[src/hdl/rdyq_pkg.sv]
// Package: types, field widths and operation codes for the ready queue.
package rdyq_pkg;

    localparam int ID_BITS   = 8;
    localparam int PRIO_BITS = 8;
    localparam int DEPTH_DEF = 16;

    // Operation codes carried in the func field
    localparam logic [1:0] FUNC_ENQUEUE = 2'd0;
    localparam logic [1:0] FUNC_DEQUEUE = 2'd1;
    localparam logic [1:0] FUNC_PEEK    = 2'd2;

    // Result status codes
    localparam logic [1:0] STATUS_OK    = 2'd0;
    localparam logic [1:0] STATUS_EMPTY = 2'd1;
    localparam logic [1:0] STATUS_FULL  = 2'd2;

    typedef struct packed {
        logic [1:0]           func;
        logic [ID_BITS-1:0]   task_id;
        logic [PRIO_BITS-1:0] task_priority;
    } rdyq_req_t;

    typedef struct packed {
        logic [ID_BITS-1:0]   head_id;
        logic [PRIO_BITS-1:0] head_priority;
        logic [1:0]           status;
        logic                 now_empty;
    } rdyq_rsp_t;

    // One stored queue entry
    typedef struct packed {
        logic                 valid;
        logic [ID_BITS-1:0]   id;
        logic [PRIO_BITS-1:0] prio;
    } rdyq_entry_t;

    // Control broadcast to every cell of the chain
    typedef struct packed {
        logic enq_go;
        logic deq_go;
        logic prio_mode;
    } rdyq_ctl_t;

endpackage

[src/hdl/ready_queue_fifo_or_priority_top.sv]
// Top level: ready queue built as a chain of entry cells, head at cell 0.
// Result: registered as its request transaction is accepted, presented in the next cycle.
// Throughput: one request per cycle while no result is stalled; insertion point is found by a
// ripple through all DEPTH cells in the same cycle, which sets the critical path.
// Reset: queue empty (all cell valid bits cleared), FIFO mode, no result pending.
module ready_queue_fifo_or_priority_top #(
    parameter int DEPTH = rdyq_pkg::DEPTH_DEF
) (
    input  logic               clk,
    input  logic               rst_n,
    input  logic               req_valid,
    output logic               req_ready,
    input  rdyq_pkg::rdyq_req_t req,
    output logic               rsp_valid,
    input  logic               rsp_ready,
    output rdyq_pkg::rdyq_rsp_t rsp,
    input  logic               cfg_valid,
    output logic               cfg_ready,
    input  logic               queue_mode
);
    import rdyq_pkg::*;

    logic        queue_mode_reg;
    logic        rsp_valid_reg;
    logic        rsp_valid_next;
    rdyq_rsp_t   rsp_reg;
    rdyq_rsp_t   rsp_next;
    rdyq_ctl_t   ctl;
    rdyq_entry_t new_entry;
    rdyq_entry_t empty_entry;
    rdyq_entry_t cells [DEPTH];
    logic [DEPTH:0] found;
    logic        req_go;
    logic        is_full;
    logic        is_empty;

    assign cfg_ready = 1'b1;
    assign req_ready = !rsp_valid_reg || rsp_ready;
    assign req_go    = req_valid && req_ready;
    assign is_full   = cells[DEPTH-1].valid;
    assign is_empty  = !cells[0].valid;

    assign new_entry.valid   = 1'b1;
    assign new_entry.id      = req.task_id;
    assign new_entry.prio    = req.task_priority;
    assign empty_entry.valid = 1'b0;
    assign empty_entry.id    = '0;
    assign empty_entry.prio  = '0;

    // Broadcast operation to the chain
    assign ctl.enq_go    = req_go && (req.func == FUNC_ENQUEUE) && !is_full;
    assign ctl.deq_go    = req_go && (req.func == FUNC_DEQUEUE) && !is_empty;
    assign ctl.prio_mode = queue_mode_reg;

    assign found[0] = 1'b0;

    genvar g;
    generate
        for (g = 0; g < DEPTH; g++)
        begin : g_cell
            rdyq_cell u_cell (
                .clk        (clk),
                .rst_n      (rst_n),
                .ctl        (ctl),
                .strict     ((g == 0) ? 1'b1 : 1'b0),
                .new_entry  (new_entry),
                .prev_entry ((g == 0) ? new_entry : cells[(g == 0) ? 0 : g-1]),
                .next_entry ((g == DEPTH-1) ? empty_entry
                                            : cells[(g == DEPTH-1) ? g : g+1]),
                .found_in   (found[g]),
                .found_out  (found[g+1]),
                .entry      (cells[g])
            );
        end
    endgenerate

    // Build the result of the accepted transaction
    always_comb
    begin
        rsp_next.head_id       = '0;
        rsp_next.head_priority = '0;
        rsp_next.status        = STATUS_OK;
        rsp_next.now_empty     = is_empty;
        unique case (req.func)
            FUNC_ENQUEUE:
            begin
                if (is_full)
                begin
                    rsp_next.status = STATUS_FULL;
                end
                rsp_next.now_empty = 1'b0;
            end
            FUNC_DEQUEUE, FUNC_PEEK:
            begin
                if (is_empty)
                begin
                    rsp_next.status = STATUS_EMPTY;
                end
                else
                begin
                    rsp_next.head_id       = cells[0].id;
                    rsp_next.head_priority = cells[0].prio;
                    if (req.func == FUNC_DEQUEUE)
                    begin
                        rsp_next.now_empty = !cells[1].valid;
                    end
                end
            end
            default:
            begin
                rsp_next.now_empty = is_empty;
            end
        endcase
    end

    // Advance the output register
    always_comb
    begin
        rsp_valid_next = rsp_valid_reg;
        priority if (req_go)
        begin
            rsp_valid_next = 1'b1;
        end
        else if (rsp_ready)
        begin
            rsp_valid_next = 1'b0;
        end
    end

    // Hold mode register and result valid
    always_ff @(posedge clk or negedge rst_n)
    begin
        if (!rst_n)
        begin
            queue_mode_reg <= 1'b0;
            rsp_valid_reg  <= 1'b0;
        end
        else
        begin
            if (cfg_valid && cfg_ready)
            begin
                queue_mode_reg <= queue_mode;
            end
            rsp_valid_reg <= rsp_valid_next;
        end
    end

    // Capture result payload
    always_ff @(posedge clk)
    begin
        if (req_go)
        begin
            rsp_reg <= rsp_next;
        end
    end

    assign rsp_valid = rsp_valid_reg;
    assign rsp       = rsp_reg;

endmodule

[src/hdl/rdyq_cell.sv]
// Queue cell: holds one entry and shifts toward head or tail with its neighbors.
module rdyq_cell (
    input  logic                clk,
    input  logic                rst_n,
    input  rdyq_pkg::rdyq_ctl_t   ctl,
    input  logic                strict,
    input  rdyq_pkg::rdyq_entry_t new_entry,
    input  rdyq_pkg::rdyq_entry_t prev_entry,
    input  rdyq_pkg::rdyq_entry_t next_entry,
    input  logic                found_in,
    output logic                found_out,
    output rdyq_pkg::rdyq_entry_t entry
);
    import rdyq_pkg::*;

    logic                 valid_reg;
    logic                 valid_next;
    logic [ID_BITS-1:0]   id_reg;
    logic [ID_BITS-1:0]   id_next;
    logic [PRIO_BITS-1:0] prio_reg;
    logic [PRIO_BITS-1:0] prio_next;
    logic                 prio_hit;
    logic                 stop;

    // Decide whether the new entry belongs at or before this cell
    assign prio_hit  = strict ? (new_entry.prio > prio_reg) : (new_entry.prio >= prio_reg);
    assign stop      = !valid_reg || (ctl.prio_mode && prio_hit);
    assign found_out = found_in || stop;

    // Select hold, load, shift toward tail, or shift toward head
    always_comb
    begin
        valid_next = valid_reg;
        id_next    = id_reg;
        prio_next  = prio_reg;
        priority if (ctl.enq_go && found_in)
        begin
            valid_next = prev_entry.valid;
            id_next    = prev_entry.id;
            prio_next  = prev_entry.prio;
        end
        else if (ctl.enq_go && stop)
        begin
            valid_next = 1'b1;
            id_next    = new_entry.id;
            prio_next  = new_entry.prio;
        end
        else if (ctl.deq_go)
        begin
            valid_next = next_entry.valid;
            id_next    = next_entry.id;
            prio_next  = next_entry.prio;
        end
    end

    // Hold entry valid bit
    always_ff @(posedge clk or negedge rst_n)
    begin
        if (!rst_n)
        begin
            valid_reg <= 1'b0;
        end
        else
        begin
            valid_reg <= valid_next;
        end
    end

    // Hold entry payload
    always_ff @(posedge clk)
    begin
        id_reg   <= id_next;
        prio_reg <= prio_next;
    end

    assign entry.valid = valid_reg;
    assign entry.id    = id_reg;
    assign entry.prio  = prio_reg;

endmodule
[config.mk]
export PLATFORM = sky130hd
export DESIGN_NAME = ready_queue_fifo_or_priority_top
export DESIGN_NICKNAME = d
export VERILOG_FILES = /design/src/hdl/rdyq_pkg.sv /design/src/hdl/ready_queue_fifo_or_priority_top.sv /design/src/hdl/rdyq_cell.sv
export SDC_FILE = /design/constraint.sdc
export NUM_CORES = 1
export LEC_CHECK = 0
export BUFFER_PORTS_ARGS = -buffer_cell sky130_fd_sc_hd__buf_2
export CAP_MARGIN = 20
export CORE_ASPECT_RATIO = 1.5
export CORE_MARGIN = 2
export CORE_UTILIZATION = 25
export CTS_CLUSTER_SIZE = 40
export DETAILED_ROUTE_END_ITERATION = 7
export GPL_TIMING_DRIVEN = 0
export SLEW_MARGIN = 20
export SYNTH_ARGS = -nofsm -noshare
export SYNTH_HDL_FRONTEND = slang
export SYNTH_SLANG_ARGS = --single-unit
export TNS_END_PERCENT = 1
[constraint.sdc]
create_clock -name clk -period 4.9 [get_ports clk]
set_clock_uncertainty 0.2 [all_clocks]
set_input_delay 0.49 -clock clk [delete_from_list [all_inputs] [get_ports clk]]
set_output_delay 0.49 -clock clk [all_outputs]
set_load 0.01 [all_outputs]
### Yosys cells after proc, flatten, opt, wreduce, memory -nomap -nowiden

Index checks and enable logic that the tools add are counted.

* output and inout port bits: 22
* word-level logic and storage cells: 339
* input port bits: 24
* register bits: 293

* reductions and logical operators: 119
* magnitude comparators: 16
* eq/ne operators: 2
* multiplexer cells: 148

Operator list (number)
* two-way mux 8 bit: 93
* >= comparator 8 bit: 15
* two-way mux 1 bit: 52
* logical AND 1 bit: 51
* nonzero test 3 bit: 15
* logical OR 1 bit: 31
* logical NOT 1 bit: 17
* > comparator 8 bit: 1
* case mux 2 bit (2 select lines): 1
* nonzero test 2 bit: 2
* == test 2 x 1 -> 1 bit (second input constant): 1
* == test 2 bit (second input constant): 1
* logical NOT 2 bit: 1
* two-way mux 2 bit: 1
* case mux 1 bit (2 select lines): 1
* AND reduction 2 bit: 1
* OR reduction 2 bit: 1

### Longest topological paths before layout

Gate-level depths: netlist of run 1.

* depth in word-level cells: 19
* gate-level depth with buffers: 15
* depth with buffers taken out: 10

### By module

A second synthesis of run 1 with hierarchy kept.

* cell total of the unflattened synthesis: 2234
* area, all modules: 22276.4 um2

Modules (own cells, without submodules)
* rdyq_cell at g_cell[0].u_cell ...: area each 1337.5 um2, times used 9, seq. area each 505.5 um2, cells each 136
* rdyq_cell at g_cell[12].u_cell ...: area each 1336.3 um2, times used 7, seq. area each 505.5 um2, cells each 136
* ready_queue_fifo_or_priority_top: area each 884.6 um2, times used 1, seq. area each 620.6 um2, cells each 58

### Worst setup path before layout of run 1

No wires, ideal clock.

* kind: input to register
* from: in req[0] (netlist bit)
* to: reg g_cell[9].u_cell.id_reg[0] (enable)
* cell stages on the path: 12
* setup slack: 0.348 ns
* buffers on the path: 3
* arrival time: 3.986 ns
* data required time: 4.334 ns
* setup time: 0.366 ns
* cells stage by stage: clkbuf_1 inv_1 ha_1 o21ai_0 a221oi_1 o311a_1 buf_2 or4_1 buf_2 nor3_4 nand4_2 nand2b_1

* word-level cells in the longest chain between the ends: 13
* elaborated cells on any way between the ends: 41
* those cells by class: order compare: 10; reduce/logical: 31

Ends and longest elaborated chain
* start: declaration: line ready_queue_fifo_or_priority_top.sv:13 `input rdyq_pkg::rdyq_req_t req,`
* > comparator 8 bit / >= comparator 8 bit (equally long branches): line rdyq_cell.sv:26 `assign prio_hit = strict ? (new_entry.prio > prio_reg) : (new_entry.prio >= prio_reg);`
* logical AND 1 bit: line rdyq_cell.sv:27 `assign stop = !valid_reg || (ctl.prio_mode && prio_hit);`
* logical OR 1 bit: line rdyq_cell.sv:27
* logical OR 1 bit (8 in a row): line rdyq_cell.sv:28 `assign found_out = found_in || stop;`
* logical AND 1 bit: line rdyq_cell.sv:36 `priority if (ctl.enq_go && found_in)`
* nonzero test 3 bit (no line) *
* end signal: assignment: line rdyq_cell.sv:72 `id_reg <= id_next;`
* end: declaration: line rdyq_cell.sv:18 `logic [ID_BITS-1:0] id_reg;`

Mark *: on every way between the ends. The rest lies on a longest branch, timed or not.
A chain may end at the register's enable or synchronous reset.

### Worst setup path after layout of run 1

* from: reg g_cell[1].u_cell.prio_reg[2]
* to: reg g_cell[9].u_cell.prio_reg[0] (enable)

* word-level cells in the longest chain between the ends: 13

Ends and longest elaborated chain
* start: declaration: line rdyq_cell.sv:20 `logic [PRIO_BITS-1:0] prio_reg;`
* start signal: assignment: line rdyq_cell.sv:73 `prio_reg <= prio_next;`
* >= comparator 8 bit: line rdyq_cell.sv:26
* logical AND 1 bit: line rdyq_cell.sv:27
* logical OR 1 bit: line rdyq_cell.sv:27
* logical OR 1 bit (8 in a row): line rdyq_cell.sv:28
* logical AND 1 bit: line rdyq_cell.sv:36
* nonzero test 3 bit (no line)
* end signal: assignment: line rdyq_cell.sv:73
* end: declaration: line rdyq_cell.sv:20

Every way passes these cells.

==> results.txt, run 1 <==
Net Switching - 1.25 mW
simple-gate share of the synthesized area - 10.4%
routed via count - 13.9k
first-pass GRT wire length - 87800 µm
Tcrit/Tclk final - 94.6%
core area - 70300 µm²
max-cap violations - 0
Clock Path Buffers - 3
compound-cell area share of the yosys netlist - 12.0%
Mapped Nets - 1845
Max Fclk - 216 MHz
reg-to-reg slack, setup - 0.27 ns
total number of H-tree levels - 1
routed len/inst - 22.1 µm
Reg-to-Reg End - g_cell[9].u_cell.prio_reg[0]$_DFFE_PP_
register share of total power - 48.0%
post-synthesis sequential area ratio - 48.9%
final setup TNS - 0 ns
RSZ-0062 raised after global routing - no
fin cells - 2714
vias in the first global route - 14.6k
top cells by area, synth - edfxtp_1 46%, mux2i_1 11%, ha_1 8.7%
antenna violations before repair - 1
Initial Utilization - 25.3%
synthesis-stage register bit count - 293
Fin. Hold Viols - 0
Tmin final - 4.63 ns
Placement Rows - 119
Starting DRT DRC Count - 1099
R2R Path Start - g_cell[1].u_cell.prio_reg[2]$_DFFE_PP_
Power Total - 5.64 mW
Slew Limit Fails - 0
Die Span Y - 331 µm
setup ws final - 0.265 ns
largest net degree at the start of global routing - 24
worst r2r path cells - 11
Peak VDD IR - 0.000221 V
Gate power share - 4.3%
Tot GR Track Use - 15.9%
CP startpoint kind - flop
Post-Syn Area - 17800 µm²
placed cells - 2649
Clk Latency, worst-skew pair - 0.59 ns
asr flop ratio synth - 6.14%
WHS Path Cells - 3
CTS tree - yes
Worst-Margin Slew - 1.17 ns
Synth top area share - 46.4%
antenna-violating nets left - 0
Synth Area in Adders - 8.65%
final net count - 1928
DRT Pass-1 Iters - 7
Hold EP - rsp_valid$_DFFE_PN0P_
prevailing post-synth register cell - edfxtp_1
Max FO, Critical Path - 18
XOR/XNOR Fraction of Synth Area - 0%
Hold Crit Start - rsp_ready
Num CTS Buffers - 30
sw frac - 22.1%
dpl hpwl - 43900 µm
root buffer cell - clkbuf_16
port bufs - 44
clk slew on worst S/H paths - 0.07 ns
synth warn - 0
PD cells - 277 nW/µm²
Lkg Pwr - 7.64 nW
hold slack - 0.0333 ns
via/cell ratio - 5.13
Critical Setup Path Class - reg -> reg
failing checks - design-rule violations
Post-synth EDFFs - 275
Cells after Synth - 1698
CP endpoint kind - flop
Data arrival, critical path - 4.69 ns
critical path required time - 4.95 ns
Min-Delay Path Class - in -> reg
# DRC - 2
fraction of layout cells with a size suffix above 1 - 11.3%
total gr overflow - 0
status - finished, violations left
mean post-synth cell area - 10.5 µm²
internal power - 4.40 mW
Slew headroom - 22.1%
area leader, netlist - edfxtp_1
combinational family with the most area after synthesis - multiplexers
Synth cell types - 67
Clk pwr share - 47.7%
Layout area overhead - 14.7%
RD Place Congestion - 0.895
die footprint - 73400 µm²
Total Wirelength - 59900 µm
mux cell area share after synthesis - 14.3%
# IOs - 46
dpl ws - -1.62 ns
Die Wd - 222 µm
Setup-failing EPs final - 0
Clock Sinks - 293
==> per-layer routing <==
layer / GRT usage [%] / vias up / share of wire (%)
met3: 2.11 / 254 / 4.8
li1: - / 6308 / -
met1: 16.1 / 6798 / 36
met2: 29.1 / 556 / 50
met4: 13.4 / 0 / 9.1
met5: 0 / - / 0
==> kinds of logic (layout without fill, tap and decap cells) <==
group	after synthesis	in the layout
flip-flops	293	293
adder cells (fa/ha/maj)	123	123
buffers and inverters	243	350
AO/OA/AOI/OAI	364	364
multiplexers	248	248
AND/OR/NAND/NOR	426	426
other	1	3
==> power by group through the flow <==
| stage | registers, mW | logic [mW] | clock network (mW) |
|---|---|---|---|
| floorplan | 2.77 | 0.0917 | 0 |
| global placement | 2.77 | 0.223 | 0 |
| detailed placement | 2.77 | 0.230 | 0 |
| CTS | 2.71 | 0.234 | 2.70 |
| global route | 2.71 | 0.255 | 2.78 |
| finish | 2.71 | 0.240 | 2.69 |
==> area by class of cell <==
cell class,instances,area (µm²)
flip-flops and latches,293,8710
clock inverters,22,353
plain buffers,106,488
well taps,907,1130
clock buffers,34,786
fillers,7298,49900
repair buffers,52,307
diodes,2,5.00
inverters,136,513
multi-input cells,1162,8110
==> synthesized netlist by cell type (11+ instances only) <==
master      n
a211oi_1   14
a21oi_1   146
a31oi_1    28
and3_1     19
buf_2      26
clkbuf_1   64
dfrtp_1    18
edfxtp_1  275
ha_1      123
inv_1     136
mux2_2     44
mux2i_1   201
nand2_1   175
nand2b_1   11
nand3_1    12
nor2_1    161
o21ai_0   113
==> critical path, stage by stage, from the launching register on <==
cell and delay (ns):
edfxtp_1 0.45, inv_1 0.11, ha_1 0.24, a211oi_1 0.28, o21ai_0 0.15, a211oi_1 0.34, a31oi_1 0.26, or4_1 0.59
buf_2 0.21, nor3_4 0.48, nand4_4 0.42, nand2b_2 0.54
==> how the worst max path moves through the flow <==
stage | from | endpoint | slack (ns)
floorplan | req[0] | g_cell[9].u_cell.id_reg[0]$_DFFE_PP_ | 0.35
global placement | req[0] | g_cell[9].u_cell.id_reg[1]$_DFFE_PP_ | -2.04
detailed placement | req[0] | g_cell[9].u_cell.prio_reg[0]$_DFFE_PP_ | -1.62
CTS | req[2] | g_cell[14].u_cell.valid_reg$_DFFE_PN0P_ | 0.09
global route | g_cell[1].u_cell.prio_reg[2]$_DFFE_PP_ | g_cell[12].u_cell.prio_reg[3]$_DFFE_PP_ | 0.02
finish | g_cell[1].u_cell.prio_reg[2]$_DFFE_PP_ | g_cell[9].u_cell.prio_reg[0]$_DFFE_PP_ | 0.27
==> stage by stage <==
stage          util (%)  area, µm²
2_1_floorplan         -      17800
3_3_place_gp       27.2      19100
3_5_place_dp       27.3      19200
4_1_cts            29.0      20400
5_1_grt            29.0      20400
6_report           29.0      20400
==> cell usage in the layout, fill, tap and decap left out, drive strengths merged, types with 28 or more instances in the layout <==
cell type / netlist / final
edfxtp: 275 / 275
mux2i: 201 / 201
nand2: 176 / 176
nor2: 163 / 163
a21oi: 147 / 147
inv: 136 / 137
ha: 123 / 123
o21ai: 116 / 116
clkbuf: 64 / 99
buf: 43 / 89
mux2: 47 / 47
a31oi: 28 / 28
==> repair_timing <==
action                                 in CTS  in global routing
buffers inserted                            2                  0
gates resized for setup                     5                  3
pin swaps                                   1                  0
setup endpoints to repair                 300                 48
hold buffers                                4                  0
endpoints found under the hold margin      20                  0
Power figures use the tool's default switching activity.
==> run 2: changes to the inputs <==
- CTS_CLUSTER_DIAMETER: default -> 40
- clock period: 4.9 -> 4.4 ns (I/O delays scaled with it)
==> run 2 against run 1 <==
Against the previous run: the run still ends with design-rule violations left; combinational power up 12%; worst setup slack worse by 0.16 ns; via count down 0.53%; non-clock buffer count up 2; final area up 1.0%; hold slack better by 0.0025 ns; critical path depth up 1; flip-flop and latch count unchanged; total power up 15%.
==> results.txt, run 2 (synthesis results as in run 1) <==
status - finished, violations left
failing checks - design-rule violations
PD cells - 314 nW/µm²
Clock Sinks - 293
CP peak stage delay - 0.51 ns
met1 usage - 15.6%
most frequent cells in the layout - 275 x edfxtp_1, 201 x mux2i_1, 173 x nand2_1
Lkg Pwr - 7.73 nW
Data arrival, critical path - 4.19 ns
reg-to-reg slack, setup - 0.10 ns
crit-path cells - inv_1 -> ha_1 -> a211oi_1 -> nor2_1 -> a2111oi_2 -> a221oi_2 -> a2111oi_4 -> and3_1 -> buf_4 -> buf_2 -> buf_2 -> nand2_1
worst r2r path cells - 12
max-cap violations - 0
antenna-violating nets left - 0
CP max stage cell - a2111oi_2
crit path launch - g_cell[6].u_cell.prio_reg[5]$_DFFE_PP_
register share of total power - 46.6%
RSZ-0062 raised after global routing - yes
routed len/inst - 21.9 µm
Max Fclk - 233 MHz
Die Span Y - 331 µm
# IOs - 46
Clock Path Buffers - 3
Num CTS Buffers - 37
Min-Delay Path Class - in -> reg
clk slew on worst S/H paths - 0.07 ns
Die Wd - 222 µm
fraction of layout cells with a size suffix above 1 - 12.2%
Tcrit/Tclk final - 97.7%
Net Switching - 1.48 mW
most used cell along the critical path - buf_2
Setup-failing EPs final - 0
root buffer cell - clkbuf_16
total gr overflow - 0
RD Place Congestion - 0.904
# DRC - 2
Placement Rows - 119
Tot GR Track Use - 16.0%
Clk Latency, worst-skew pair - 0.54 ns
Clk pwr share - 49.2%
crit path to - g_cell[10].u_cell.prio_reg[4]$_DFFE_PP_
met2 usage - 30.7%
Worst-Margin Slew - 1.19 ns
die footprint - 73400 µm²
Initial Utilization - 25.3%
internal power - 5.00 mW
Tmin final - 4.30 ns
port bufs - 44
Fin. Hold Viols - 0
Slew headroom - 20.5%
first-pass GRT wire length - 88800 µm
vias in the first global route - 14.9k
Reg-to-Reg End - g_cell[10].u_cell.prio_reg[4]$_DFFE_PP_
critical path required time - 4.30 ns
GR Util met3 - 2.92%
grt peak-use layer - met2
Critical Setup Path Class - reg -> reg
Starting DRT DRC Count - 1096
Total Wirelength - 59800 µm
commonest non-fill, non-tap cell in the layout - edfxtp_1
antenna violations before repair - 2
Peak VDD IR - 0.000190 V
DRT Pass-1 Iters - 8
sw frac - 22.8%
total number of H-tree levels - 2
core area - 70300 µm²
via/cell ratio - 5.08
largest net degree at the start of global routing - 24
Layout area overhead - 15.8%
CP startpoint kind - flop
CTS tree - yes
dpl ws - -1.94 ns
Gate power share - 4.1%
Layout fillers - 7270
final net count - 1937
R2R Path Start - g_cell[6].u_cell.prio_reg[5]$_DFFE_PP_
Max FO, Critical Path - 16
routed via count - 13.8k
CP endpoint kind - flop
dpl hpwl - 43900 µm
Slew Limit Fails - 0
setup ws final - 0.102 ns
final setup TNS - 0 ns
run 2: through the flow:
| step | cells | cell area, µm² | util, % | power, mW | hold slack (ns) |
|---|---|---|---|---|---|
| floorplan | 1698 | 17800 | - | 3.18 | -0.0556 |
| global placement | 2649 | 19100 | 27.2 | 3.33 | 0.270 |
| detailed placement | 2649 | 19200 | 27.3 | 3.34 | 0.275 |
| CTS | 2723 | 20600 | 29.3 | 6.49 | 0.0161 |
| global route | 2725 | 20600 | 29.3 | 6.62 | 0.0546 |
| finish | 2725 | 20600 | 29.3 | 6.48 | 0.0358 |
run 2: critical path: cells and delay by family, from the launching register on:
family / cells / cell delay [ns]
compound gates: 4 / 1.43
buf+inv: 4 / 0.79
simple gates: 3 / 0.75
flops: 1 / 0.44
fa+ha+maj: 1 / 0.23
run 2: cell type report:
type | instances | area (µm²) | share of cell area, %
Sequential cell | 293 | 8710 | 42.3
Multi-Input combinational cell | 1162 | 8160 | 39.6
Tap cell | 907 | 1130 | 5.51
Clock buffer | 38 | 930 | 4.51
Inverter | 136 | 518 | 2.51
Buffer | 107 | 502 | 2.43
Clock inverter | 28 | 328 | 1.59
Timing Repair Buffer | 53 | 323 | 1.57
Antenna cell | 1 | 2.50 | 0.0121
run 2: layer usage:
layer  wire length (µm)  part of all wire, %  vias up
met1              20300                   34     6822
met5                  7                0.012        -
met3               3390                  5.7      203
li1                   -                    -     6315
met4               4300                  7.2        2
met2              31800                   53      500
run 2: worst min-delay path by stage:
stage,depth (start not counted),slack (ns),start,endpoint
after CTS,3,0.02,rsp_ready,rsp_valid$_DFFE_PN0P_
after global routing,3,0.05,rsp_ready,rsp_valid$_DFFE_PN0P_
after floorplan,0,-0.06,rst_n,g_cell[0].u_cell.valid_reg$_DFFE_PN0P_
after detailed placement,1,0.27,rst_n,rsp_valid$_DFFE_PN0P_
after global placement,1,0.27,rst_n,rsp_valid$_DFFE_PN0P_
final,3,0.04,rsp_ready,rsp_valid$_DFFE_PN0P_
run 2: power groups by stage:
stage	registers (mW)	clock network (mW)	logic (mW)
floorplan	3.08	0	0.102
detailed placement	3.08	0	0.257
CTS	3.02	3.21	0.265
global placement	3.08	0	0.249
global route	3.02	3.31	0.290
finish	3.02	3.19	0.269
run 2: timing repair:
action,in CTS,in global routing
pin swaps,1,1
hold endpoints to repair,20,0
gates resized for setup,19,5
buffers inserted,4,1
setup endpoints to repair,495,146
hold buffers,4,0
